`src/rtl/core/hsma_pkg.sv`:
```
// Shared types and constants of the handle slot map allocator.
// Depends on nothing; every other file of the block imports it.
package hsma_pkg;

    localparam int NUM_HANDLES = 256;
    localparam int POOL_DEPTH  = 256;
    localparam int NUM_KINDS   = 4;

    localparam int HANDLE_W = $clog2(NUM_HANDLES);
    localparam int SLOT_W   = $clog2(POOL_DEPTH);
    localparam int KIND_W   = (NUM_KINDS > 1) ? $clog2(NUM_KINDS) : 1;
    localparam int HCNT_W   = $clog2(NUM_HANDLES + 1);
    localparam int FILL_W   = $clog2(POOL_DEPTH + 1);
    localparam int OWN_AW   = KIND_W + SLOT_W;
    localparam int FUNC_W   = 2;
    localparam int STATUS_W = 3;

    localparam logic [FUNC_W-1:0] FN_ACQUIRE = 2'd0;
    localparam logic [FUNC_W-1:0] FN_LOOKUP  = 2'd1;
    localparam logic [FUNC_W-1:0] FN_DESTROY = 2'd2;

    typedef enum logic [STATUS_W-1:0] {
        ST_OK       = 3'd0,
        ST_RANGE    = 3'd1,
        ST_DEAD     = 3'd2,
        ST_MISMATCH = 3'd3,
        ST_NOHANDLE = 3'd4,
        ST_FULL     = 3'd5,
        ST_BADKIND  = 3'd6
    } status_t;

    // One row of the handle table. The free stack shares the rows: entry i of
    // the stack lives in the free_h field of row i.
    typedef struct packed {
        logic                live;
        logic [KIND_W-1:0]   kind;
        logic [SLOT_W-1:0]   slot;
        logic [HANDLE_W-1:0] free_h;
    } tbl_row_t;

    typedef struct packed {
        logic live;
        logic kind;
        logic slot;
        logic free_h;
    } tbl_mask_t;

    typedef struct packed {
        logic                rd_en;
        logic [HANDLE_W-1:0] rd_addr;
        tbl_mask_t           wr_mask;
        logic [HANDLE_W-1:0] wr_addr;
        tbl_row_t            wr_data;
    } tbl_req_t;

    typedef struct packed {
        logic                rd_en;
        logic [OWN_AW-1:0]   rd_addr;
        logic                wr_en;
        logic [OWN_AW-1:0]   wr_addr;
        logic [HANDLE_W-1:0] wr_data;
    } own_req_t;

    typedef struct packed {
        status_t             status;
        logic [HANDLE_W-1:0] handle;
        logic [SLOT_W-1:0]   slot;
        logic [KIND_W-1:0]   kind;
    } res_t;

endpackage

```
`src/rtl/core/hsma_tbl_mem.sv`:
```
// Handle table memory: live flag, kind and slot per handle, plus the free stack.
// One read and one field-masked write per cycle. Depends on hsma_pkg.
module hsma_tbl_mem (
    input  logic              clk,
    input  hsma_pkg::tbl_req_t req,
    output hsma_pkg::tbl_row_t rd_data
);
    import hsma_pkg::*;

    tbl_row_t mem [NUM_HANDLES];
    tbl_row_t rd_data_reg;

    always_ff @(posedge clk)
    begin
        if (req.wr_mask.live)
        begin
            mem[req.wr_addr].live <= req.wr_data.live;
        end
        if (req.wr_mask.kind)
        begin
            mem[req.wr_addr].kind <= req.wr_data.kind;
        end
        if (req.wr_mask.slot)
        begin
            mem[req.wr_addr].slot <= req.wr_data.slot;
        end
        if (req.wr_mask.free_h)
        begin
            mem[req.wr_addr].free_h <= req.wr_data.free_h;
        end
        if (req.rd_en)
        begin
            rd_data_reg <= mem[req.rd_addr];
        end
    end

    assign rd_data = rd_data_reg;

endmodule

```
`config.mk`:
```
export PLATFORM = sky130hd
export DESIGN_NAME = hsma_tbl_mem
export DESIGN_NICKNAME = d
export VERILOG_FILES = /design/src/rtl/core/hsma_pkg.sv /design/src/rtl/core/hsma_tbl_mem.sv
export SDC_FILE = /design/constraint.sdc
export NUM_CORES = 2
export LEC_CHECK = 0
export CAP_MARGIN = 20
export CELL_PAD_IN_SITES_DETAIL_PLACEMENT = 1
export CELL_PAD_IN_SITES_GLOBAL_PLACEMENT = 2
export CORE_MARGIN = 8
export CORE_UTILIZATION = 35
export DETAILED_ROUTE_END_ITERATION = 8
export DONT_BUFFER_PORTS = 1
export PLACE_DENSITY = 0.64
export SYNTH_ARGS = -nofsm -noshare
export SYNTH_HDL_FRONTEND = slang
export SYNTH_MEMORY_MAX_BITS = 65536
export SYNTH_SLANG_ARGS = --single-unit
```
`constraint.sdc`:
```
create_clock -name clk -period 4.1 [get_ports clk]
set_input_delay 0.82 -clock clk [delete_from_list [all_inputs] [get_ports clk]]
set_output_delay 0.82 -clock clk [all_outputs]
set_load 0.005 [all_outputs]
```
==> reports/summary.json <==
{
  "grt_pass1_wl_mm": 829,
  "total_power_uw": 107000,
  "min_period_ns": 3.94,
  "timing_worst_slew_pin_value_ns": 2.15,
  "synth_area_leader_cell": "sky130_fd_sc_hd__edfxtp_1",
  "drc_errors": 0,
  "global_route.usage.met3": 0.0293,
  "placementRows": 274,
  "timing_max_transition_violations_final": 561,
  "status": "finished, violations left",
  "drc_violation_total_after_the_first_tritonroute_iteration": 11500,
  "area.sequential_um2": 147000,
  "synth.distinct_cells": 52,
  "path_max_fanout": 82,
  "power.share.clock": 0.435,
  "synth-seq-cells": 4883,
  "dr_total_vias": 101000,
  "p_sw_frac": 0.213,
  "grt_antenna_before_repair": 60,
  "cp_data_required_time_ns": 4.88,
  "fin_hold_ws_ns": 0.118,
  "timing.reg2reg.setup_slack_ns": 0.94,
  "fin_crit_sh": 0.961,
  "comb_power_share": 0.047,
  "relative_slew_slack": -0.432,
  "global_route.peak_usage_layer": "met2",
  "design.die.area_um2": 581000,
  "die_y_um": 762,
  "cts_max_level": 6,
  "detail_route.first_pass.iterations": 5,
  "layout-area-overhead-vs-synth_pct": 15.0,
  "tritoncts": "built",
  "numClockSinks": 4883,
  "global_route.usage.total": 0.196,
  "p_int_uw": 83800,
  "ioPinCount": 60,
  "largest_register_ffs": 4864,
  "violated_checks": "slew limit",
  "hold_class": "in -> reg",
  "max_cap_violations": 0,
  "ant_nets": 0,
  "dp_hpwl_mm": 324,
  "synth-warning-count": 0,
  "synth.top_cells.by_area": "sky130_fd_sc_hd__edfxtp_1 (75%), sky130_fd_sc_hd__mux4_2 (11%), sky130_fd_sc_hd__mux2i_1 (3.7%)",
  "avgRoutedWirePerCell_um": 32.7,
  "core_area_um2": 556000,
  "start_util": 0.351,
  "worst_setup_hold_path_clk_slew_ns": 0.06,
  "synthesis.area_per_instance_um2": 20.1,
  "design.final.nets": 10200,
  "worst_clock_skew_ns": 0.0450,
  "grt_setup_unrepaired": "false",
  "power.share.sequential": 0.518,
  "post_layout_nonfiller_instances": 18000,
  "synthesis.nets": 9753,
  "place.port_buffers": 0,
  "placed_cells_incl_taps": 17000,
  "synth-seq-area-share": 0.753,
  "critical_path_arrival_ns": 4.72,
  "layout.cell_area.non_filler_um2": 224000,
  "synth_top_flop_cell": "sky130_fd_sc_hd__edfxtp_1",
  "tns_ns": 0,
  "tritoncts.num_buffers": 527,
  "critPathCaptureType": "register",
  "setup_violations": 0,
  "final_layout_size_suffix_gt1_frac": 0.229,
  "cts.root.buffer_cell": "sky130_fd_sc_hd__clkbuf_16",
  "leakage_uw": 0.0747,
  "use_met2": 0.326,
  "fill_cell_count": 52500,
  "power_dens_cells_nw_per_um2": 476,
  "place_area_um2": 206000,
  "synthTopCellsByCount": "sky130_fd_sc_hd__edfxtp_1 (4,883), sky130_fd_sc_hd__and3_1 (1,024), sky130_fd_sc_hd__mux4_2 (970)",
  "routed_wl_mm": 590,
  "asyncSetResetFlopFracSynth": 0,
  "first_global_vias": 107000,
  "multi_input_area_um2": 44200,
  "global_route.overflow_total": 0,
  "hold_violations": 0,
  "synth.top_cell.area_share": 0.753,
  "detail_route.vias_per_cell": 5.62,
  "synth_most_common_cell": "sky130_fd_sc_hd__edfxtp_1",
  "pin_count_of_the_biggest_net_entering_global_routing": 257,
  "number_of_flops_mapped_to_enable_cells_by_yosys": 4883,
  "max_freq_ghz": 0.254,
  "globalplace.congestion": 0.779,
  "netlist_instances": 9712,
  "mappedNetlistArea_um2": 195000,
  "cts_max_path_buffers": 4,
  "start_kind": "input pin",
  "p_switching_uw": 22700,
  "vdd.ir_drop.worst_mv": 0.427,
  "die_w_um": 762,
  "grt_util_met1": 0.272,
  "clock_latency_ns": 1.06,
  "criticalPathCategory": "in -> reg"
}
==> stage by stage <==
stage	setup slack (ns)	util
final	0.161	0.403
after floorplan	0.958	-
after global routing	0.00578	0.403
after global placement	-3.56	0.371
after detailed placement	-3.62	0.371
after CTS	0.0146	0.403
==> cell families after synthesis <==
group / count (synthesis) / share of synthesized area
buf+inv: 791 / 0.0218
flops: 4883 / 0.753
compound gates: 795 / 0.0296
simple gates: 1554 / 0.0468
mux: 1689 / 0.149
==> power by group through the flow <==
| stage | Combinational, uW | Clock, uW | Sequential (uW) |
|---|---|---|---|
| 6_report | 5020 | 46300 | 55200 |
| 5_1_grt | 5260 | 48700 | 55200 |
| 4_1_cts | 5060 | 47200 | 55200 |
| 3_5_place_dp | 4640 | 0 | 56200 |
| 3_3_place_gp | 4620 | 0 | 56200 |
| 2_1_floorplan | 2880 | 0 | 56100 |
==> path summary, 6_finish.rpt <==
kind	endpoint	depth (start not counted)	start
worst min-delay path	mem[133][12]$_DFFE_PP_	1	req[12]
worst max register to register	rd_data[15]$_DFFE_PP_	9	mem[159][15]$_DFFE_PP_
worst max-delay path	rd_data[8]$_DFFE_PP_	14	req[31]
worst min register to register	rd_data[4]$_DFFE_PP_	7	mem[208][4]$_DFFE_PP_
==> critical path: stages <==
cell	delay [ns]
sky130_fd_sc_hd__buf_16	0.33
sky130_fd_sc_hd__buf_16	0.37
sky130_fd_sc_hd__buf_16	0.46
sky130_fd_sc_hd__mux2i_1	0.18
sky130_fd_sc_hd__o221ai_1	0.25
sky130_fd_sc_hd__buf_4	0.18
sky130_fd_sc_hd__nor3_1	0.07
sky130_fd_sc_hd__nor4_1	0.28
sky130_fd_sc_hd__buf_4	0.16
sky130_fd_sc_hd__nand4_1	0.14
sky130_fd_sc_hd__buf_4	0.20
sky130_fd_sc_hd__or3_1	0.34
sky130_fd_sc_hd__buf_4	0.20
sky130_fd_sc_hd__a311oi_1	0.39
==> layout make-up <==
| cell class | instances | share of cell area |
|---|---|---|
| clock buffers | 656 | 0.0630 |
| inverters | 2 | 0.000101 |
| flip-flops and latches | 4883 | 0.655 |
| clock inverters | 276 | 0.0105 |
| well taps | 7452 | 0.0416 |
| multi-input cells | 4038 | 0.197 |
| diodes | 31 | 0.000346 |
| repair buffers | 676 | 0.0321 |
==> routing by layer <==
layer	wire length [um]	part of all wire	vias to the layer above
li1	-	-	41700
met1	250000	0.42	55200
met2	286000	0.48	3635
met3	39000	0.066	766
met4	15000	0.025	10
met5	67	0.00011	-
==> cell usage in the layout (no fill, tap or decap), types with 20 or more instances in the layout <==
| cell type | Yosys | routed |
|---|---|---|
| sky130_fd_sc_hd__diode_2 | 0 | 31 |
| sky130_fd_sc_hd__buf_4 | 49 | 521 |
| sky130_fd_sc_hd__nor4_1 | 23 | 20 |
| sky130_fd_sc_hd__edfxtp_1 | 4883 | 4883 |
| sky130_fd_sc_hd__nand2_1 | 62 | 60 |
| sky130_fd_sc_hd__clkbuf_1 | 502 | 108 |
| sky130_fd_sc_hd__a221oi_1 | 39 | 39 |
| sky130_fd_sc_hd__clkinv_1 | 1 | 122 |
| sky130_fd_sc_hd__and3_1 | 1024 | 1024 |
| sky130_fd_sc_hd__a22o_1 | 36 | 36 |
| sky130_fd_sc_hd__a211oi_1 | 45 | 45 |
| sky130_fd_sc_hd__clkinv_2 | 0 | 75 |
| sky130_fd_sc_hd__buf_12 | 14 | 95 |
| sky130_fd_sc_hd__bufinv_16 | 0 | 36 |
| sky130_fd_sc_hd__nor3_1 | 229 | 214 |
| sky130_fd_sc_hd__a22oi_1 | 55 | 55 |
| sky130_fd_sc_hd__o21ai_0 | 37 | 37 |
| sky130_fd_sc_hd__o22ai_1 | 253 | 253 |
| sky130_fd_sc_hd__nor2_1 | 105 | 81 |
| sky130_fd_sc_hd__a21oi_1 | 104 | 104 |
| sky130_fd_sc_hd__mux2i_1 | 719 | 719 |
| sky130_fd_sc_hd__o221ai_1 | 172 | 172 |
| sky130_fd_sc_hd__mux4_2 | 970 | 970 |
| sky130_fd_sc_hd__nand2b_1 | 29 | 27 |
| sky130_fd_sc_hd__buf_16 | 0 | 25 |
| sky130_fd_sc_hd__clkbuf_16 | 0 | 551 |
| sky130_fd_sc_hd__nor2_4 | 0 | 20 |
==> timing repair <==
action                                  in CTS  in global routing
hold endpoints to repair                   849                  0
cloned                                      15                  3
endpoints found under the setup margin      19                  9
hold buffers                                36                  0
gates resized for setup                      1                  3
setup buffers                                0                  0
Power figures use the tool's default switching activity.
