<file path="config.mk">
export PLATFORM = sky130hd
export DESIGN_NAME = hsma_seq_flat
export DESIGN_NICKNAME = d
export VERILOG_FILES = /design/src/rtl/core/hsma_pkg.sv /design/src/rtl/core/hsma_cmd_if.sv /design/src/rtl/core/hsma_seq.sv /design/src/flat_wrapper.sv
export SDC_FILE = /design/constraint.sdc
export NUM_CORES = 1
export LEC_CHECK = 0
export ABC_AREA = 1
export BUFFER_PORTS_ARGS = -buffer_cell sky130_fd_sc_hd__buf_4
export CAP_MARGIN = 20
export CORE_MARGIN = 1
export CORE_UTILIZATION = 50
export CTS_BUF_LIST = sky130_fd_sc_hd__clkbuf_8
export CTS_CLUSTER_SIZE = 40
export DETAILED_ROUTE_END_ITERATION = 7
export GPL_ROUTABILITY_DRIVEN = 0
export PLACE_DENSITY_LB_ADDON = 0.2
export SYNTH_ARGS = -nofsm -noshare
export SYNTH_HDL_FRONTEND = slang
export SYNTH_SLANG_ARGS = --single-unit
</file>
<file path="constraint.sdc">
create_clock -name clk -period 2.6 [get_ports clk]
set_input_delay 0.39 -clock clk [delete_from_list [all_inputs] [get_ports clk]]
set_output_delay 0.39 -clock clk [all_outputs]
set_load 0.01 [all_outputs]
</file>
<file path="src/rtl/core/hsma_pkg.sv">
// Shared types and constants of the handle slot map allocator.
// Depends on nothing; every other file of the block imports it.
package hsma_pkg;

    localparam int NUM_HANDLES = 256;
    localparam int POOL_DEPTH  = 256;
    localparam int NUM_KINDS   = 4;

    localparam int HANDLE_W = $clog2(NUM_HANDLES);
    localparam int SLOT_W   = $clog2(POOL_DEPTH);
    localparam int KIND_W   = (NUM_KINDS > 1) ? $clog2(NUM_KINDS) : 1;
    localparam int HCNT_W   = $clog2(NUM_HANDLES + 1);
    localparam int FILL_W   = $clog2(POOL_DEPTH + 1);
    localparam int OWN_AW   = KIND_W + SLOT_W;
    localparam int FUNC_W   = 2;
    localparam int STATUS_W = 3;

    localparam logic [FUNC_W-1:0] FN_ACQUIRE = 2'd0;
    localparam logic [FUNC_W-1:0] FN_LOOKUP  = 2'd1;
    localparam logic [FUNC_W-1:0] FN_DESTROY = 2'd2;

    typedef enum logic [STATUS_W-1:0] {
        ST_OK       = 3'd0,
        ST_RANGE    = 3'd1,
        ST_DEAD     = 3'd2,
        ST_MISMATCH = 3'd3,
        ST_NOHANDLE = 3'd4,
        ST_FULL     = 3'd5,
        ST_BADKIND  = 3'd6
    } status_t;

    // One row of the handle table. The free stack shares the rows: entry i of
    // the stack lives in the free_h field of row i.
    typedef struct packed {
        logic                live;
        logic [KIND_W-1:0]   kind;
        logic [SLOT_W-1:0]   slot;
        logic [HANDLE_W-1:0] free_h;
    } tbl_row_t;

    typedef struct packed {
        logic live;
        logic kind;
        logic slot;
        logic free_h;
    } tbl_mask_t;

    typedef struct packed {
        logic                rd_en;
        logic [HANDLE_W-1:0] rd_addr;
        tbl_mask_t           wr_mask;
        logic [HANDLE_W-1:0] wr_addr;
        tbl_row_t            wr_data;
    } tbl_req_t;

    typedef struct packed {
        logic                rd_en;
        logic [OWN_AW-1:0]   rd_addr;
        logic                wr_en;
        logic [OWN_AW-1:0]   wr_addr;
        logic [HANDLE_W-1:0] wr_data;
    } own_req_t;

    typedef struct packed {
        status_t             status;
        logic [HANDLE_W-1:0] handle;
        logic [SLOT_W-1:0]   slot;
        logic [KIND_W-1:0]   kind;
    } res_t;

endpackage

</file>
<file path="src/rtl/core/hsma_cmd_if.sv">
// Command channel of the handle slot map allocator: valid, ready and one word.
// Depends on hsma_pkg for the field widths.
interface hsma_cmd_if;
    import hsma_pkg::*;

    logic                valid;
    logic                ready;
    logic [FUNC_W-1:0]   func;
    logic [KIND_W-1:0]   shape_kind;
    logic [HANDLE_W-1:0] handle;

    modport source (output valid, output func, output shape_kind, output handle,
                    input ready);
    modport sink (input valid, input func, input shape_kind, input handle,
                  output ready);
endinterface

</file>
<file path="src/rtl/core/hsma_seq.sv">
// Command sequencer: takes one word at a time, walks the read-modify-write
// steps on the two memories and holds the result. Depends on hsma_pkg.
module hsma_seq (
    input  logic                          clk,
    input  logic                          rst_n,
    hsma_cmd_if.sink                      cmd,
    output hsma_pkg::tbl_req_t            tbl_req,
    input  hsma_pkg::tbl_row_t            tbl_rd,
    output hsma_pkg::own_req_t            own_req,
    input  logic [hsma_pkg::HANDLE_W-1:0] own_rd,
    output hsma_pkg::res_t                res,
    output logic                          res_valid,
    input  logic                          res_ready
);
    import hsma_pkg::*;

    typedef enum logic [7:0] {
        S_IDLE = 8'b0000_0001,
        S_POP  = 8'b0000_0010,
        S_ACQ  = 8'b0000_0100,
        S_ENT  = 8'b0000_1000,
        S_OWN  = 8'b0001_0000,
        S_KILL = 8'b0010_0000,
        S_PUSH = 8'b0100_0000,
        S_OUT  = 8'b1000_0000
    } state_t;

    state_t              state_reg, state_next;
    logic [FUNC_W-1:0]   func_reg, func_next;
    logic [KIND_W-1:0]   kind_reg, kind_next;
    logic [KIND_W-1:0]   ekind_reg, ekind_next;
    logic [HANDLE_W-1:0] handle_reg, handle_next;
    logic [SLOT_W-1:0]   slot_reg, slot_next;
    logic [HCNT_W-1:0]   created_reg, created_next;
    logic [HCNT_W-1:0]   free_cnt_reg, free_cnt_next;
    logic [FILL_W-1:0]   fill_reg [NUM_KINDS];
    logic [FILL_W-1:0]   fill_next [NUM_KINDS];
    res_t                res_reg, res_next;
    logic [FILL_W-1:0]   fill_sel;
    logic [SLOT_W-1:0]   acq_slot;

    function automatic res_t mk_res(status_t st, logic [HANDLE_W-1:0] h,
                                    logic [SLOT_W-1:0] s, logic [KIND_W-1:0] k);
        res_t r;
        r.status = st;
        r.handle = h;
        r.slot   = s;
        r.kind   = k;
        return r;
    endfunction

    assign cmd.ready = (state_reg == S_IDLE);
    assign res       = res_reg;

    always_comb
    begin
        state_next    = state_reg;
        func_next     = func_reg;
        kind_next     = kind_reg;
        ekind_next    = ekind_reg;
        handle_next   = handle_reg;
        slot_next     = slot_reg;
        created_next  = created_reg;
        free_cnt_next = free_cnt_reg;
        fill_next     = fill_reg;
        res_next      = res_reg;
        tbl_req       = '0;
        own_req       = '0;
        res_valid     = 1'b0;
        fill_sel      = fill_reg[cmd.shape_kind];
        acq_slot      = fill_reg[kind_reg][SLOT_W-1:0];

        case (state_reg)
            S_IDLE:
            begin
                if (cmd.valid)
                begin
                    func_next   = cmd.func;
                    kind_next   = cmd.shape_kind;
                    handle_next = cmd.handle;
                    case (cmd.func)
                        FN_ACQUIRE:
                        begin
                            if (fill_sel == FILL_W'(POOL_DEPTH))
                            begin
                                res_next   = mk_res(ST_FULL, '0, '0, '0);
                                state_next = S_OUT;
                            end
                            else if (free_cnt_reg != '0)
                            begin
                                // Reuse the most recently freed handle.
                                tbl_req.rd_en   = 1'b1;
                                tbl_req.rd_addr = HANDLE_W'(free_cnt_reg - 1'b1);
                                free_cnt_next   = free_cnt_reg - 1'b1;
                                state_next      = S_POP;
                            end
                            else if (created_reg != HCNT_W'(NUM_HANDLES))
                            begin
                                handle_next  = created_reg[HANDLE_W-1:0];
                                created_next = created_reg + 1'b1;
                                state_next   = S_ACQ;
                            end
                            else
                            begin
                                res_next   = mk_res(ST_NOHANDLE, '0, '0, '0);
                                state_next = S_OUT;
                            end
                        end
                        FN_LOOKUP, FN_DESTROY:
                        begin
                            if ({1'b0, cmd.handle} >= created_reg)
                            begin
                                res_next   = mk_res(ST_RANGE, cmd.handle, '0, '0);
                                state_next = S_OUT;
                            end
                            else
                            begin
                                tbl_req.rd_en   = 1'b1;
                                tbl_req.rd_addr = cmd.handle;
                                state_next      = S_ENT;
                            end
                        end
                        default:
                        begin
                            res_next   = mk_res(ST_BADKIND, cmd.handle, '0, '0);
                            state_next = S_OUT;
                        end
                    endcase
                end
            end
            S_POP:
            begin
                handle_next = tbl_rd.free_h;
                state_next  = S_ACQ;
            end
            S_ACQ:
            begin
                tbl_req.wr_mask.live = 1'b1;
                tbl_req.wr_mask.kind = 1'b1;
                tbl_req.wr_mask.slot = 1'b1;
                tbl_req.wr_addr      = handle_reg;
                tbl_req.wr_data.live = 1'b1;
                tbl_req.wr_data.kind = kind_reg;
                tbl_req.wr_data.slot = acq_slot;
                own_req.wr_en        = 1'b1;
                own_req.wr_addr      = {kind_reg, acq_slot};
                own_req.wr_data      = handle_reg;
                fill_next[kind_reg]  = fill_reg[kind_reg] + 1'b1;
                res_next             = mk_res(ST_OK, handle_reg, acq_slot, kind_reg);
                state_next           = S_OUT;
            end
            S_ENT:
            begin
                if (!tbl_rd.live)
                begin
                    res_next   = mk_res(ST_DEAD, handle_reg, '0, tbl_rd.kind);
                    state_next = S_OUT;
                end
                else if (func_reg == FN_LOOKUP)
                begin
                    if (tbl_rd.kind != kind_reg)
                    begin
                        res_next = mk_res(ST_MISMATCH, handle_reg, '0, tbl_rd.kind);
                    end
                    else
                    begin
                        res_next = mk_res(ST_OK, handle_reg, tbl_rd.slot, kind_reg);
                    end
                    state_next = S_OUT;
                end
                else
                begin
                    // Fetch the owner of the pool's last slot.
                    slot_next       = tbl_rd.slot;
                    ekind_next      = tbl_rd.kind;
                    own_req.rd_en   = 1'b1;
                    own_req.rd_addr = {tbl_rd.kind,
                                       SLOT_W'(fill_reg[tbl_rd.kind] - 1'b1)};
                    state_next      = S_OWN;
                end
            end
            S_OWN:
            begin
                // Move the last slot into the hole and repoint both maps.
                tbl_req.wr_mask.slot = 1'b1;
                tbl_req.wr_addr      = own_rd;
                tbl_req.wr_data.slot = slot_reg;
                own_req.wr_en        = 1'b1;
                own_req.wr_addr      = {ekind_reg, slot_reg};
                own_req.wr_data      = own_rd;
                fill_next[ekind_reg] = fill_reg[ekind_reg] - 1'b1;
                state_next           = S_KILL;
            end
            S_KILL:
            begin
                tbl_req.wr_mask.live = 1'b1;
                tbl_req.wr_addr      = handle_reg;
                tbl_req.wr_data.live = 1'b0;
                state_next           = S_PUSH;
            end
            S_PUSH:
            begin
                tbl_req.wr_mask.free_h = 1'b1;
                tbl_req.wr_addr        = free_cnt_reg[HANDLE_W-1:0];
                tbl_req.wr_data.free_h = handle_reg;
                free_cnt_next          = free_cnt_reg + 1'b1;
                res_next               = mk_res(ST_OK, handle_reg, slot_reg, ekind_reg);
                state_next             = S_OUT;
            end
            S_OUT:
            begin
                res_valid = 1'b1;
                if (res_ready)
                begin
                    state_next = S_IDLE;
                end
            end
            default:
            begin
                state_next = S_IDLE;
            end
        endcase
    end

    always_ff @(posedge clk or negedge rst_n)
    begin
        if (!rst_n)
        begin
            state_reg    <= S_IDLE;
            created_reg  <= '0;
            free_cnt_reg <= '0;
            for (int i = 0; i < NUM_KINDS; i++)
            begin
                fill_reg[i] <= '0;
            end
        end
        else
        begin
            state_reg    <= state_next;
            created_reg  <= created_next;
            free_cnt_reg <= free_cnt_next;
            fill_reg     <= fill_next;
        end
    end

    always_ff @(posedge clk)
    begin
        func_reg   <= func_next;
        kind_reg   <= kind_next;
        ekind_reg  <= ekind_next;
        handle_reg <= handle_next;
        slot_reg   <= slot_next;
        res_reg    <= res_next;
    end

endmodule

</file>
<file path="src/flat_wrapper.sv">
// flat-port wrapper written by rule: the top's interface ports become plain ports
module hsma_seq_flat import hsma_pkg::*;
  (clk, rst_n, tbl_req, tbl_rd, own_req, own_rd, res, res_valid, res_ready, cmd_valid, cmd_func, cmd_shape_kind, cmd_handle, cmd_ready);
  hsma_cmd_if cmd_i ();
  input  logic clk;
  input  logic rst_n;
  output hsma_pkg::tbl_req_t tbl_req;
  input  hsma_pkg::tbl_row_t tbl_rd;
  output hsma_pkg::own_req_t own_req;
  input  logic [hsma_pkg::HANDLE_W-1:0] own_rd;
  output hsma_pkg::res_t res;
  output logic res_valid;
  input  logic res_ready;
  input wire logic [$bits(cmd_i.valid)-1:0] cmd_valid;
  input wire logic [$bits(cmd_i.func)-1:0] cmd_func;
  input wire logic [$bits(cmd_i.shape_kind)-1:0] cmd_shape_kind;
  input wire logic [$bits(cmd_i.handle)-1:0] cmd_handle;
  output wire logic [$bits(cmd_i.ready)-1:0] cmd_ready;
  assign cmd_i.valid = cmd_valid;
  assign cmd_i.func = cmd_func;
  assign cmd_i.shape_kind = cmd_shape_kind;
  assign cmd_i.handle = cmd_handle;
  assign cmd_ready = cmd_i.ready;
  hsma_seq u_core (.clk(clk), .rst_n(rst_n), .cmd(cmd_i), .tbl_req(tbl_req), .tbl_rd(tbl_rd), .own_req(own_req), .own_rd(own_rd), .res(res), .res_valid(res_valid), .res_ready(res_ready));
endmodule
</file>
==> results.txt <==
----------------------------------------------------
[Routing]
  Router iterations before antenna repair ... 6
  Drt drc ... 0
  Ratio of routed vias to standard cells ... 5.85
  Number of DRC markers in iteration 0 ... 1073
  Number of nets with antenna violations after routing ... 0
  Count of vias placed by the detailed router ... 9027
  Total wire length after detailed routing ... 29.2 mm
  Average wire length per cell after detail routing ... 18.9 µm

[Cells and area]
  Layout cell share with drive strength beyond 1 ... 29.2%
  Layout overhead on the synthesized area ... 31.1%
  Largest register FFs ... 36
  Number of diodes added for antenna fixing ... 0
  Final-stage net count ... 1387

[GRT]
  Tot GR Track Use ... 34.9%
  Global-route wire length before repair ... 43.1 mm
  Via count of the first global-routing pass ... 8079
  M1 GR Usage ... 46.9%
  Most utilized layer in the global route result ... met2
  Met2 demand-to-capacity share in global routing ... 53.0%
  Aggregate global routing overflow ... 0
  Antenna violations before repair ... 0
  GR Layer Usage met3 ... 9.21%
  Largest net degree at the start of global routing ... 63

[CTS]
  CTS tree ... built
  Buffer cell driving the clock tree root ... sky130_fd_sc_hd__clkbuf_8
  Clock insertion delay at the later pin of the skew report ... 0.41 ns
  TritonCTS sink count ... 105
  Bufs on Longest Clock Path ... 2
  Maximum level of the CTS H-tree ... 3
  Post-cts hold buffer count ... 0
  Number of buffers created by CTS ... 9
  Clock Pin Slew Worst Setup and Hold Paths ... 0.13 ns

[Logic synthesis]
  Mean instance size in the synthesized netlist ... 7.05 µm²
  Number of synthesized register bits ... 105
  Number of instances in the synthesized netlist ... 1118
  EDFF count, synth ... 43
  Main synth FF type ... sky130_fd_sc_hd__dfrtp_1
  Number of different library cells in the post-synthesis netlist ... 47
  Async SR Flop Fraction ... 59.0%
  Yosys warns ... 0
  Synthesized cell area ... 0.00788 mm²
  Net count after synthesis ... 1178
  Fraction of the yosys area taken by sequential cells ... 36.1%

[Power]
  Portion of total power attributed to combinational logic ... 56.3%
  Total chip power ... 9.18 mW
  Cell-internal power ... 4.79 mW
  Power density over the cells ... 889 mW/mm²
  P_sw ... 4.39 mW
  Part of the power in the clock network ... 12.0%
  Switching power as a share of total power ... 47.9%
  Worst supply voltage drop on vdd ... 0.584 mV
  Lkg Pwr ... 5.13 nW
  Reg power frac ... 31.7%

[Timing]
  Pins Over Slew Limit ... 0
  Largest clock skew in the final design ... 0.0291 ns
  Worst hold slack ... 0.0433 ns
  Setup Viol. Count Final ... 8
  Final WS setup ... -0.0987 ns
  Final-report hold violation count ... 0
  Setup repair after global routing missed its margin ... yes
  Max_slew headroom ... 38.1%
  Slew at the pin with the worst max-slew slack ... 0.925 ns
  Top achievable clock speed ... 371 MHz
  Crit share post-route ... 104%
  Min Clock Period, post-route ... 2.70 ns
  Setup TNS after final layout ... -0.358 ns

[Floorplanning]
  CORE AREA ... 0.0153 mm²
  Starting utilization of the core area ... 51.5%
  Placement row count ... 45
  Overall die height ... 128 µm
  Die Footprint ... 0.0163 mm²
  Number of primary I/O pins ... 136
  Horizontal die dimension ... 128 µm

[Run status]
  Violated checks ... negative setup slack
  Run status ... finished, violations left

[Setup path]
  Slowest stage cell on the critical path ... sky130_fd_sc_hd__dfrtp_1
  Chain of cells forming the critical path ... inv_2, ha_4, a21oi_1, nor2_1, nor2_4, buf_12, nand3_4, o22a_1, nor2_1, buf_4
  CP max stage delay ... 0.43 ns
  Maximum fanout along the worst path ... 4
  Crit path capture type ... output pin
  Worst EP arrival ... 2.31 ns
  Crit path kind ... flip-flop to output pin
  CP startpoint kind ... flip-flop
  Required time at the endpoint of the critical path ... 2.21 ns
  CP most frequent cell ... sky130_fd_sc_hd__nor2_1

[Worst hold path]
  HP Class ... input pin to asynchronous set/reset pin

[Flow run]
  Max capacitance violation total ... 0

[Place]
  Hpwl dp ... 21.1 mm
  Port Buffer Count ... 135

----------------------------------------------------
==> worst max-delay path, delay by kind of cell (launching register included) <==
kind	cells	cell delay [ns]
compound gates	2	0.41
fa+ha+maj	1	0.21
buf+inv	3	0.34
flops	1	0.43
simple gates	4	0.50
==> timing repair <==
item / CTS / global route
setup endpoints to repair: 38 / 47
gates cloned: 1 / 0
setup buffers: 22 / 21
pin swaps: 9 / 24
resized for setup: 41 / 76
==> placed cells by master, fill, tap and decap left out, types with 16 or more instances in the layout <==
cell,instances
sky130_fd_sc_hd__inv_2,24
sky130_fd_sc_hd__o221ai_1,16
sky130_fd_sc_hd__nor2_1,97
sky130_fd_sc_hd__o211ai_1,25
sky130_fd_sc_hd__edfxtp_1,43
sky130_fd_sc_hd__nor2_2,27
sky130_fd_sc_hd__a21oi_1,21
sky130_fd_sc_hd__dfrtp_1,55
sky130_fd_sc_hd__o21ai_0,69
sky130_fd_sc_hd__nand3_1,99
sky130_fd_sc_hd__nand2_1,284
sky130_fd_sc_hd__inv_1,130
sky130_fd_sc_hd__xor2_1,23
sky130_fd_sc_hd__buf_4,229
==> through the flow <==
step	setup slack, ns	cell area [µm²]	instances	util, %
after global routing	-0.152	10300	1543	67.4
after global placement	0.0770	9360	1483	61.1
after detailed placement	0.0795	9360	1483	61.1
final	-0.0987	10300	1543	67.4
after CTS	-0.00927	9900	1522	64.6
after floorplan	0.0690	7880	1118	-
==> routing by layer <==
| layer | share of wire, % | wire length (µm) |
|---|---|---|
| met1 | 39 | 11400 |
| met2 | 44 | 12800 |
| met3 | 13 | 3740 |
| met4 | 4.4 | 1270 |
| met5 | 0 | 0 |
==> power groups by stage <==
stage	clock network, mW	logic [mW]	registers, mW
after floorplan	0	2.72	2.82
after global placement	0	4.24	2.89
after detailed placement	0	4.25	2.91
after CTS	1.12	4.59	2.86
after global routing	1.17	5.54	2.95
final	1.10	5.16	2.91
==> Yosys cell counts (all sizes together) (2+ instances only) <==
master | count | area (µm²)
inv | 158 | 598
o22a | 6 | 52.6
edfxtp | 43 | 1290
ha | 17 | 213
dfrtp | 61 | 1530
nand3 | 106 | 561
a21oi | 25 | 125
o21ai | 89 | 457
clkinv | 4 | 16.3
nor2 | 134 | 574
nor3 | 16 | 96.4
clkbuf | 9 | 33.8
o221ai | 16 | 140
o22ai | 10 | 62.6
or2 | 3 | 18.8
xnor2 | 5 | 43.8
o211ai | 25 | 188
nand4 | 15 | 100
nand3b | 2 | 15.0
xor2 | 23 | 201
nand2 | 305 | 1190
and2 | 4 | 25.0
nor4 | 3 | 18.8
buf | 33 | 270
==> path summary, 6_finish.rpt <==
path                                   startpoint                      to  slack, ns  cells past startpoint
max in group asynchronous                   rst_n      u_core.fill_reg[1]       1.90                      1
max                         u_core.created_reg[6]             tbl_req[34]       -0.1                     10
max reg2reg                   u_core.ekind_reg[1]     u_core.fill_reg[27]       0.06                      7
min reg2reg                u_core.free_cnt_reg[7]  u_core.free_cnt_reg[7]       0.50                      2
min in group clk                        tbl_rd[8]      u_core.slot_reg[0]       0.16                      1
min                                         rst_n   u_core.created_reg[5]       0.04                      1
==> cell families (layout without fill, tap and decap cells) <==
family | count (synthesis) | count (layout) | synth area share [%]
simple gates | 590 | 591 | 33.2
compound gates | 174 | 174 | 13.3
buf+inv | 204 | 417 | 11.7
flops | 105 | 105 | 36.1
fa+ha+maj | 17 | 17 | 2.70
xor+xnor | 28 | 28 | 3.11
==> final cells by class <==
cell class / count / area (µm²)
Multi-Input combinational cell: 810 / 4490
Sequential cell: 105 / 2850
Fill cell: 1294 / 4990
Timing Repair Buffer: 239 / 1880
Clock buffer: 9 / 124
Inverter: 162 / 638
Clock inverter: 7 / 88.8
Tap cell: 211 / 264
(Power assumes the default switching activity.)
